--- src/rtl/core/matrix_parity_error_locator_core_assert.svh ---
// Assertion macros shared by the matrix parity error locator RTL.
`ifndef MATRIX_PARITY_ERROR_LOCATOR_CORE_ASSERT_SVH
`define MATRIX_PARITY_ERROR_LOCATOR_CORE_ASSERT_SVH

`ifndef SYNTHESIS
// Check a property on every rising clock edge outside reset.
`define MPEL_ASSERT(lbl, clock, rstn, prop) \
	lbl: assert property (@(posedge clock) disable iff (!(rstn)) (prop)) \
		else $error("mpel assertion failed");
// Check a property on every rising clock edge, reset included.
`define MPEL_ASSERT_ALWAYS(lbl, clock, prop) \
	lbl: assert property (@(posedge clock) (prop)) \
		else $error("mpel assertion failed");
`else
`define MPEL_ASSERT(lbl, clock, rstn, prop)
`define MPEL_ASSERT_ALWAYS(lbl, clock, prop)
`endif

`endif

--- src/rtl/core/mpel_pkg.sv ---
// Package with the shared types and constants of the matrix parity error locator.
`timescale 1ns / 1ps
package mpel_pkg;

	// Width of the size register and of the reported row and column numbers.
	localparam int CFG_W = 8;
	localparam int OUT_W = 8;

	// Odd row counter saturates here.
	localparam logic [1:0] ODD_SAT = 2'd2;

	typedef enum logic [1:0] {
		VERDICT_EVEN    = 2'd0,
		VERDICT_FLIP    = 2'd1,
		VERDICT_CORRUPT = 2'd2
	} verdict_t;

	typedef struct packed {
		verdict_t         verdict;
		logic [OUT_W-1:0] flip_row;
		logic [OUT_W-1:0] flip_col;
	} result_t;

endpackage

--- src/rtl/core/mpel_if.sv ---
// Channel interfaces: matrix cell stream, size configuration and verdict results.
`timescale 1ns / 1ps

interface mpel_cell_if ();
	logic valid;
	logic ready;
	logic cell_bit;

	modport source (output valid, output cell_bit, input ready);
	modport sink (input valid, input cell_bit, output ready);
endinterface

interface mpel_cfg_if import mpel_pkg::*; ();
	logic             valid;
	logic             ready;
	logic [CFG_W-1:0] data;

	modport source (output valid, output data, input ready);
	modport sink (input valid, input data, output ready);
endinterface

interface mpel_res_if import mpel_pkg::*; ();
	logic             valid;
	logic             ready;
	logic [1:0]       verdict;
	logic [OUT_W-1:0] flip_row;
	logic [OUT_W-1:0] flip_col;

	modport source (output valid, output verdict, output flip_row, output flip_col,
		input ready);
	modport sink (input valid, input verdict, input flip_row, input flip_col,
		output ready);
endinterface

--- src/rtl/core/mpel_front.sv ---
// Front end: accumulates row and column parities per item and classifies each matrix.
`timescale 1ns / 1ps
module mpel_front import mpel_pkg::*; #(
	parameter int MAX_SIZE = 128
) (
	input  logic             clk,
	input  logic             arst_n,
	mpel_cell_if.sink        stream,
	mpel_cfg_if.sink         cfg,
	input  logic             q_full,
	output logic             push,
	output result_t          entry
);

	localparam int IW = (MAX_SIZE > 1) ? $clog2(MAX_SIZE) : 1;
	localparam int CW = $clog2(MAX_SIZE + 1);
	localparam int EW = CW + CFG_W;
	localparam int XW = ((IW > OUT_W) ? IW : OUT_W) + 1;

	logic [IW-1:0]       size_m1_q;
	logic [IW-1:0]       col_q;
	logic [IW-1:0]       row_q;
	logic                rpar_q;
	logic [MAX_SIZE-1:0] cpar_q;
	logic [1:0]          orc_q;
	logic [IW-1:0]       ori_q;
	logic [CW-1:0]       occ_q;
	logic [IW-1:0]       ocx_q;

	logic                fire;
	logic                cfg_fire;
	logic                bit_in;
	logic                cur;
	logic                col_end;
	logic                mat_end;
	logic                rp_n;
	logic [1:0]          orc_n;
	logic [IW-1:0]       ori_n;
	logic [CW-1:0]       occ_n;
	logic [IW-1:0]       ocx_n;
	logic [EW-1:0]       cfg_ext;
	logic [IW-1:0]       cfg_m1;
	logic [XW-1:0]       row_num;
	logic [XW-1:0]       col_num;

	// Stall only when the closing item of a matrix has no queue slot.
	assign stream.ready = !(mat_end && q_full);
	assign cfg.ready    = 1'b1;
	assign fire         = stream.valid && stream.ready;
	assign cfg_fire     = cfg.valid && cfg.ready;
	assign push         = fire && mat_end;

	// Clamp the written size into one to MAX_SIZE, kept as size minus one.
	always_comb begin
		cfg_ext = EW'(cfg.data);
		if (cfg_ext == '0) begin
			cfg_m1 = '0;
		end else if (cfg_ext > EW'(MAX_SIZE)) begin
			cfg_m1 = IW'(MAX_SIZE - 1);
		end else begin
			cfg_m1 = IW'(cfg_ext - EW'(1));
		end
	end

	// Next parity bookkeeping for the item on the input.
	always_comb begin
		bit_in  = stream.cell_bit;
		cur     = cpar_q[col_q];
		col_end = (col_q == size_m1_q);
		mat_end = col_end && (row_q == size_m1_q);
		rp_n    = rpar_q ^ bit_in;
		occ_n   = occ_q;
		ocx_n   = ocx_q;
		if (bit_in) begin
			occ_n = cur ? (occ_q - CW'(1)) : (occ_q + CW'(1));
			ocx_n = ocx_q ^ col_q;
		end
		orc_n = orc_q;
		ori_n = ori_q;
		if (col_end && rp_n) begin
			ori_n = row_q;
			if (orc_q != ODD_SAT) begin
				orc_n = orc_q + 2'd1;
			end
		end
	end

	// Judge the finished matrix; the lone odd column is the xor of odd column indexes.
	always_comb begin
		row_num = XW'(ori_n) + XW'(1);
		col_num = XW'(ocx_n) + XW'(1);
		entry   = '{verdict: VERDICT_CORRUPT, flip_row: '0, flip_col: '0};
		priority if (orc_n == 2'd0 && occ_n == '0) begin
			entry.verdict = VERDICT_EVEN;
		end else if (orc_n == 2'd1 && occ_n == CW'(1)) begin
			entry.verdict  = VERDICT_FLIP;
			entry.flip_row = row_num[OUT_W-1:0];
			entry.flip_col = col_num[OUT_W-1:0];
		end else begin
			entry.verdict = VERDICT_CORRUPT;
		end
	end

	// Advance positions and parities; clear on a size write or at the end of a matrix.
	always_ff @(posedge clk or negedge arst_n) begin
		if (!arst_n) begin
			size_m1_q <= '0;
			col_q     <= '0;
			row_q     <= '0;
			rpar_q    <= 1'b0;
			cpar_q    <= '0;
			orc_q     <= '0;
			ori_q     <= '0;
			occ_q     <= '0;
			ocx_q     <= '0;
		end else if (cfg_fire || push) begin
			if (cfg_fire) begin
				size_m1_q <= cfg_m1;
			end
			col_q  <= '0;
			row_q  <= '0;
			rpar_q <= 1'b0;
			cpar_q <= '0;
			orc_q  <= '0;
			ori_q  <= '0;
			occ_q  <= '0;
			ocx_q  <= '0;
		end else if (fire) begin
			cpar_q[col_q] <= cur ^ bit_in;
			col_q         <= col_end ? '0 : (col_q + IW'(1));
			row_q         <= col_end ? (row_q + IW'(1)) : row_q;
			rpar_q        <= col_end ? 1'b0 : rp_n;
			orc_q         <= orc_n;
			ori_q         <= ori_n;
			occ_q         <= occ_n;
			ocx_q         <= ocx_n;
		end
	end

endmodule

--- src/rtl/core/mpel_queue.sv ---
// Back end: two-entry verdict queue whose head register drives the result channel.
`timescale 1ns / 1ps
module mpel_queue import mpel_pkg::*; (
	input  logic      clk,
	input  logic      arst_n,
	input  logic      push,
	input  result_t   entry,
	output logic      full,
	mpel_res_if.source res
);

	result_t    mem_q [2];
	logic [1:0] cnt_q;
	logic       wr_q;
	logic       rd_q;
	logic       pop;

	assign full         = (cnt_q == 2'd2);
	assign res.valid    = (cnt_q != 2'd0);
	assign res.verdict  = mem_q[rd_q].verdict;
	assign res.flip_row = mem_q[rd_q].flip_row;
	assign res.flip_col = mem_q[rd_q].flip_col;
	assign pop          = res.valid && res.ready;

	// Store pushed items.
	always_ff @(posedge clk) begin
		if (push) begin
			mem_q[wr_q] <= entry;
		end
	end

	// Track pointers and fill level.
	always_ff @(posedge clk or negedge arst_n) begin
		if (!arst_n) begin
			cnt_q <= '0;
			wr_q  <= 1'b0;
			rd_q  <= 1'b0;
		end else begin
			if (push) begin
				wr_q <= ~wr_q;
			end
			if (pop) begin
				rd_q <= ~rd_q;
			end
			unique case ({push, pop})
				2'b10:   cnt_q <= cnt_q + 2'd1;
				2'b01:   cnt_q <= cnt_q - 2'd1;
				default: cnt_q <= cnt_q;
			endcase
		end
	end

endmodule

--- src/rtl/core/matrix_parity_error_locator_core.sv ---
// Top level of the two-dimensional parity error locator.
//
// Usage: the size register is written on the cfg channel (8 bits, 0 reads as 1,
// values above MAX_SIZE clamp to MAX_SIZE); a write restarts the current matrix.
// Matrix bits then arrive on the stream channel, one item per cycle, row-major.
// After the last bit of an n x n matrix one item leaves on the res channel:
// verdict even, flip (with 1-based flip_row and flip_col) or corrupt.
// Throughput is one cell item per cycle, set by the single xor update of the
// row parity and the selected column parity bit in the front end.
// The verdict of the closing cell item is registered in the two-entry verdict
// queue, whose head register drives res.
// When res stalls, cells keep flowing; only the closing item of a matrix waits
// while both queue entries are occupied.
// Reset (arst_n low) sets the size to 1 and clears all parity state and the
// queue; no clearing pass is needed afterwards.
`timescale 1ns / 1ps
`include "matrix_parity_error_locator_core_assert.svh"
module matrix_parity_error_locator_core import mpel_pkg::*; #(
	parameter int MAX_SIZE = 128
) (
	input  logic       clk,
	input  logic       arst_n,
	mpel_cell_if.sink  stream,
	mpel_cfg_if.sink   cfg,
	mpel_res_if.source res
);

	logic    push;
	logic    q_full;
	result_t entry;

	mpel_front #(
		.MAX_SIZE(MAX_SIZE)
	) u_front (
		.clk   (clk),
		.arst_n(arst_n),
		.stream(stream),
		.cfg   (cfg),
		.q_full(q_full),
		.push  (push),
		.entry (entry)
	);

	mpel_queue u_queue (
		.clk   (clk),
		.arst_n(arst_n),
		.push  (push),
		.entry (entry),
		.full  (q_full),
		.res   (res)
	);

	// Never push into a full queue.
	`MPEL_ASSERT(a_no_overflow, clk, arst_n, push |-> !q_full)
	// After a push, res.valid is high on the next cycle.
	`MPEL_ASSERT(a_push_shows, clk, arst_n, push |=> res.valid)
	// Row and column numbers are zero unless a single flip is reported.
	`MPEL_ASSERT(a_zero_pos, clk, arst_n,
		(res.valid && res.verdict != VERDICT_FLIP) |-> (res.flip_row == '0 && res.flip_col == '0))

endmodule
--- src/flat_wrapper.sv ---
// flat-port wrapper written by rule: the top's interface ports become plain ports
module matrix_parity_error_locator_core_flat import mpel_pkg::*;
#(
	parameter int MAX_SIZE = 128
)
  (clk, arst_n, stream_valid, stream_cell_bit, stream_ready, cfg_valid, cfg_data, cfg_ready, res_valid, res_verdict, res_flip_row, res_flip_col, res_ready);
  mpel_cell_if stream_i ();
  mpel_cfg_if cfg_i ();
  mpel_res_if res_i ();
  input  logic clk;
  input  logic arst_n;
  input wire logic [$bits(stream_i.valid)-1:0] stream_valid;
  input wire logic [$bits(stream_i.cell_bit)-1:0] stream_cell_bit;
  output wire logic [$bits(stream_i.ready)-1:0] stream_ready;
  input wire logic [$bits(cfg_i.valid)-1:0] cfg_valid;
  input wire logic [$bits(cfg_i.data)-1:0] cfg_data;
  output wire logic [$bits(cfg_i.ready)-1:0] cfg_ready;
  output wire logic [$bits(res_i.valid)-1:0] res_valid;
  output wire logic [$bits(res_i.verdict)-1:0] res_verdict;
  output wire logic [$bits(res_i.flip_row)-1:0] res_flip_row;
  output wire logic [$bits(res_i.flip_col)-1:0] res_flip_col;
  input wire logic [$bits(res_i.ready)-1:0] res_ready;
  assign stream_i.valid = stream_valid;
  assign stream_i.cell_bit = stream_cell_bit;
  assign stream_ready = stream_i.ready;
  assign cfg_i.valid = cfg_valid;
  assign cfg_i.data = cfg_data;
  assign cfg_ready = cfg_i.ready;
  assign res_valid = res_i.valid;
  assign res_verdict = res_i.verdict;
  assign res_flip_row = res_i.flip_row;
  assign res_flip_col = res_i.flip_col;
  assign res_i.ready = res_ready;
  matrix_parity_error_locator_core #(.MAX_SIZE(MAX_SIZE)) u_core (.clk(clk), .arst_n(arst_n), .stream(stream_i), .cfg(cfg_i), .res(res_i));
endmodule
--- config.mk ---
export PLATFORM = sky130hd
export DESIGN_NAME = matrix_parity_error_locator_core_flat
export DESIGN_NICKNAME = d
export VERILOG_FILES = /design/src/rtl/core/mpel_pkg.sv /design/src/rtl/core/mpel_if.sv /design/src/rtl/core/mpel_front.sv /design/src/rtl/core/mpel_queue.sv /design/src/rtl/core/matrix_parity_error_locator_core.sv /design/src/flat_wrapper.sv
export VERILOG_INCLUDE_DIRS = /design/src /design/src/rtl/core
export SDC_FILE = /design/constraint.sdc
export NUM_CORES = 1
export LEC_CHECK = 0
export ABC_CLOCK_PERIOD_IN_PS = 5650
export BUFFER_PORTS_ARGS = -buffer_cell sky130_fd_sc_hd__buf_2
export CAP_MARGIN = 20
export CORE_AREA = 2 2 177 179
export DETAILED_ROUTE_END_ITERATION = 7
export DIE_AREA = 0 0 179 181
export GPL_ROUTABILITY_DRIVEN = 0
export RECOVER_POWER = 25
export SLEW_MARGIN = 10
export SYNTH_ARGS = -nofsm -noshare
export SYNTH_HDL_FRONTEND = slang
export SYNTH_HIERARCHICAL = 1
export SYNTH_SLANG_ARGS = --single-unit
--- constraint.sdc ---
create_clock -name clk -period 5.65 [get_ports clk]
set_input_delay 0.2825 -clock clk [delete_from_list [all_inputs] [get_ports clk]]
set_output_delay 0.2825 -clock clk [all_outputs]
set_load 0.02 [all_outputs]
==> flow_metrics.env <==
export IMPL_status="finished with violations"
export IMPL_violations="capacitance limit, slew limit"
export IMPL_groute_usage_overall=0.1982
export IMPL_dr_pass1_iters=6
export IMPL_utilization=0.4415
export IMPL_drt_initial_drc_count=833
export IMPL_drcViolationCount=0
export IMPL_port_buffers=33
export IMPL_layout_common_cells="197 x nand2_1, 175 x dfrtp_1, 70 x mux2i_1"
export IMPL_cts_sinks=214
export IMPL_overflow=0
export IMPL_grt_pass1_wl_mm=51.41
export IMPL_start_kind="flop"
export IMPL_cp_depth=17
export IMPL_whs_ns=0.04711
export IMPL_ys_async_sr_fraction=0.8318
export IMPL_antenna_found_initial=0
export IMPL_rsz0062_at_grt="false"
export IMPL_htreeDepth=1
export IMPL_synth_seq_cells=214
export IMPL_seqPwrFrac=0.413
export IMPL_drive_gt1_frac=0.1525
export IMPL_totalWireLength_mm=32.11
export IMPL_rrSetupSlack_ns=0.39
export IMPL_setup_tns_ns=0
export IMPL_clkTransAtPathRegs_ns=0.06
export IMPL_crit_chain="buf_4 > mux2_2 > a22oi_1 > nand3_1 > a21oi_1 > a211oi_1 > or4_1 > buf_4 > ha_1 > a21oi_1 > nor2b_1 > o21ai_0 > nand2b_1 > a31oi_1 > xor3_1 > a31oi_4 > nor4_1"
export IMPL_power_density_nw_per_um2=303.8
export IMPL_nets=1229
export IMPL_ys_warnings_count=6
export IMPL_max_slew_margin=-1.938
export IMPL_power_total_mw=4.070
export IMPL_crit_path_max_fanout=24
export IMPL_dp_slack_ns=0.3569
export IMPL_syn2layout_area_growth_pct=11.82
export IMPL_fmax_mhz=190.2
export IMPL_worst_ir_drop_vdd_uv=209.8
export IMPL_final_cell_count_no_fill=1616
export IMPL_coreArea_um2=30350
export IMPL_tritoncts="yes"
export IMPL_period_share=0.9306
export IMPL_final_common_cell="nand2_1"
export IMPL_antenna_left=0
export IMPL_area_sequential_um2=5539
export IMPL_p_sw_mw=1.217
export IMPL_finalClockSkew_ns=0.02679
export IMPL_min_period_ns=5.258
export IMPL_cts_buffers=26
export IMPL_fin_area_um2=13400
export IMPL_arrival_ns=5.53
export IMPL_multi_input_area_um2=5962
export IMPL_worst_pin_slew_ns=4.407
export IMPL_die_x_um=179
export IMPL_holdPathStages=3
export IMPL_die_area_um2=32400
export IMPL_synth_nets=1228
export IMPL_drv_cap=1
export IMPL_dp_cells=1567
export IMPL_nFillCells=2884
export IMPL_wl_per_cell_um=19.87
export IMPL_routed_via_density=5.760
export IMPL_grt_max_degree=81
export IMPL_rr_worst_depth=17
export IMPL_required_ns=5.93
export IMPL_synth_area_um2=11980
export IMPL_fp_row_count=64
export IMPL_initial_utilization=0.3948
export IMPL_cp_slowest_stage_delay_ns=0.69
export IMPL_finalSetupViolCount=0
export IMPL_path_buf_inv=2
export IMPL_syn_inst=1199
export IMPL_ys_flop_type="dfrtp_1"
export IMPL_placedInstanceArea_um2=12540
export IMPL_dpl_hpwl_mm=20.98
export IMPL_die_y_um=181
export IMPL_clk_path_buf_depth=3
export IMPL_clockPowerShare=0.408
export IMPL_endpoint_kind="flop"
export IMPL_p_comb_frac=0.180
export IMPL_switching_share=0.2991
export IMPL_grt_pass1_vias=9177
export IMPL_fin_ws_ns=0.3919
export IMPL_crit_family="simple AND/OR/NAND/NOR gates"
export IMPL_post_cts_buffers=0
export IMPL_ys_types=68
export IMPL_slowest_stage="dfrtp_2"
export IMPL_critPathKind="reg -> reg"
export IMPL_postSynthAreaPerCell_um2=9.993
export IMPL_synth_edff_count=36
export IMPL_vias=9308
export IMPL_root_buffer="clkbuf_16"
export IMPL_seq_area_frac_synth=0.4620
export IMPL_intPower_mw=2.853
export IMPL_p_leak_nw=5.592
export IMPL_n_antenna_cell=0
export IMPL_hold_violations=0
export IMPL_num_io_pins=35
export IMPL_clk_insertion_delay_late_ns=0.55
export IMPL_slew_violations=78
export IMPL_hold_path_class="in -> reg"
==> per-layer routing <==
| layer | up-vias | GRT usage | share of wire |
|---|---|---|---|
| met1 | 4592 | 0.2715 | 0.44 |
| li1 | 4361 | - | - |
| met2 | 283 | 0.3206 | 0.47 |
| met5 | - | 0 | 0 |
| met3 | 72 | 0.03325 | 0.056 |
| met4 | 0 | 0.05951 | 0.031 |
==> cell type report <==
class	count	area share
tap	396	0.03698
clock inverter	17	0.01205
timing repair buffer	75	0.03642
inverter	14	0.003922
sequential	214	0.4134
multi-input combinational	869	0.4450
clock buffer	31	0.05220
==> final timing paths <==
check | start | end
worst min-delay path | cfg_data[6] | u_core/u_front/size_m1_q[6]
worst min register to register | u_core/u_queue/wr_q | u_core/u_queue/wr_q
worst max register to register | u_core/u_front/col_q[2] | u_core/u_queue/mem_q[1][0]
max in group asynchronous | arst_n | u_core/u_front/row_q[4]
worst max-delay path | u_core/u_front/col_q[2] | u_core/u_queue/mem_q[1][0]
min in group asynchronous | arst_n | u_core/u_front/cpar_q[1]
==> sequential cells by signal (all words and copies together), names as in the netlist <==
signal                    count
u_core/u_front/col_q          7
u_core/u_front/cpar_q       128
u_core/u_front/occ_q          8
u_core/u_front/ocx_q          7
u_core/u_front/orc_q          2
u_core/u_front/ori_q          7
u_core/u_front/row_q          7
u_core/u_front/rpar_q         1
u_core/u_front/size_m1_q      7
u_core/u_queue/cnt_q          2
u_core/u_queue/mem_q         36
u_core/u_queue/rd_q           1
u_core/u_queue/wr_q           1
==> power groups by stage <==
stage | Sequential (mW) | Combinational [mW] | Clock (mW)
floorplan | 1.66 | 0.568 | 0
global placement | 1.71 | 0.728 | 0
detailed placement | 1.71 | 0.730 | 0
CTS | 1.68 | 0.734 | 1.70
global route | 1.69 | 0.801 | 1.75
finish | 1.68 | 0.731 | 1.66
==> cell usage after synthesis, types with 14 or more instances <==
cell	instances	area (um2)
a21oi_1	23	115.1
a22oi_1	16	120.1
buf_2	22	110.1
clkbuf_1	62	232.7
dfrtp_1	178	4454
edfxtp_1	36	1081
ha_1	14	175.2
mux2_2	38	427.9
mux2i_1	70	700.7
nand2_1	198	743.2
nand3_1	41	205.2
nor2_1	63	236.5
nor3_1	20	100.1
nor4_1	17	106.4
o211ai_1	54	405.4
o21ai_0	49	245.2
o31ai_1	54	405.4
xnor2_1	44	385.4
xor2_1	25	219.0
==> worst register-to-register path: cells and delay by family (launching register included) <==
family / cells / cell delay, ns
AND/OR/NAND/NOR: 5 / 1.45
buffers and inverters: 2 / 0.51
flip-flops: 1 / 0.69
XOR/XNOR: 1 / 0.28
adder cells (fa/ha/maj): 1 / 0.32
multiplexers: 1 / 0.34
AO/OA/AOI/OAI: 7 / 1.40
==> timing repair <==
item	in CTS	in global routing
endpoints found under the hold margin	75	0
hold buffers	1	0
resized for setup	0	2
endpoints found under the setup margin	0	34
==> cells by family (layout without fill, tap and decap cells) <==
kind of cell	count (synthesis)	count (layout)	synth area share
DFF	214	214	0.4620
and+or+nand+nor	396	396	0.1489
other	1	1	0.0003130
xor gates and xnor gates	70	70	0.05242
AOI/OAI and AO/OA	258	258	0.1532
muxes	125	125	0.1196
buffers and inverters	116	137	0.04396
adders and majority gates	19	19	0.01963
(Power assumes the default switching activity.)
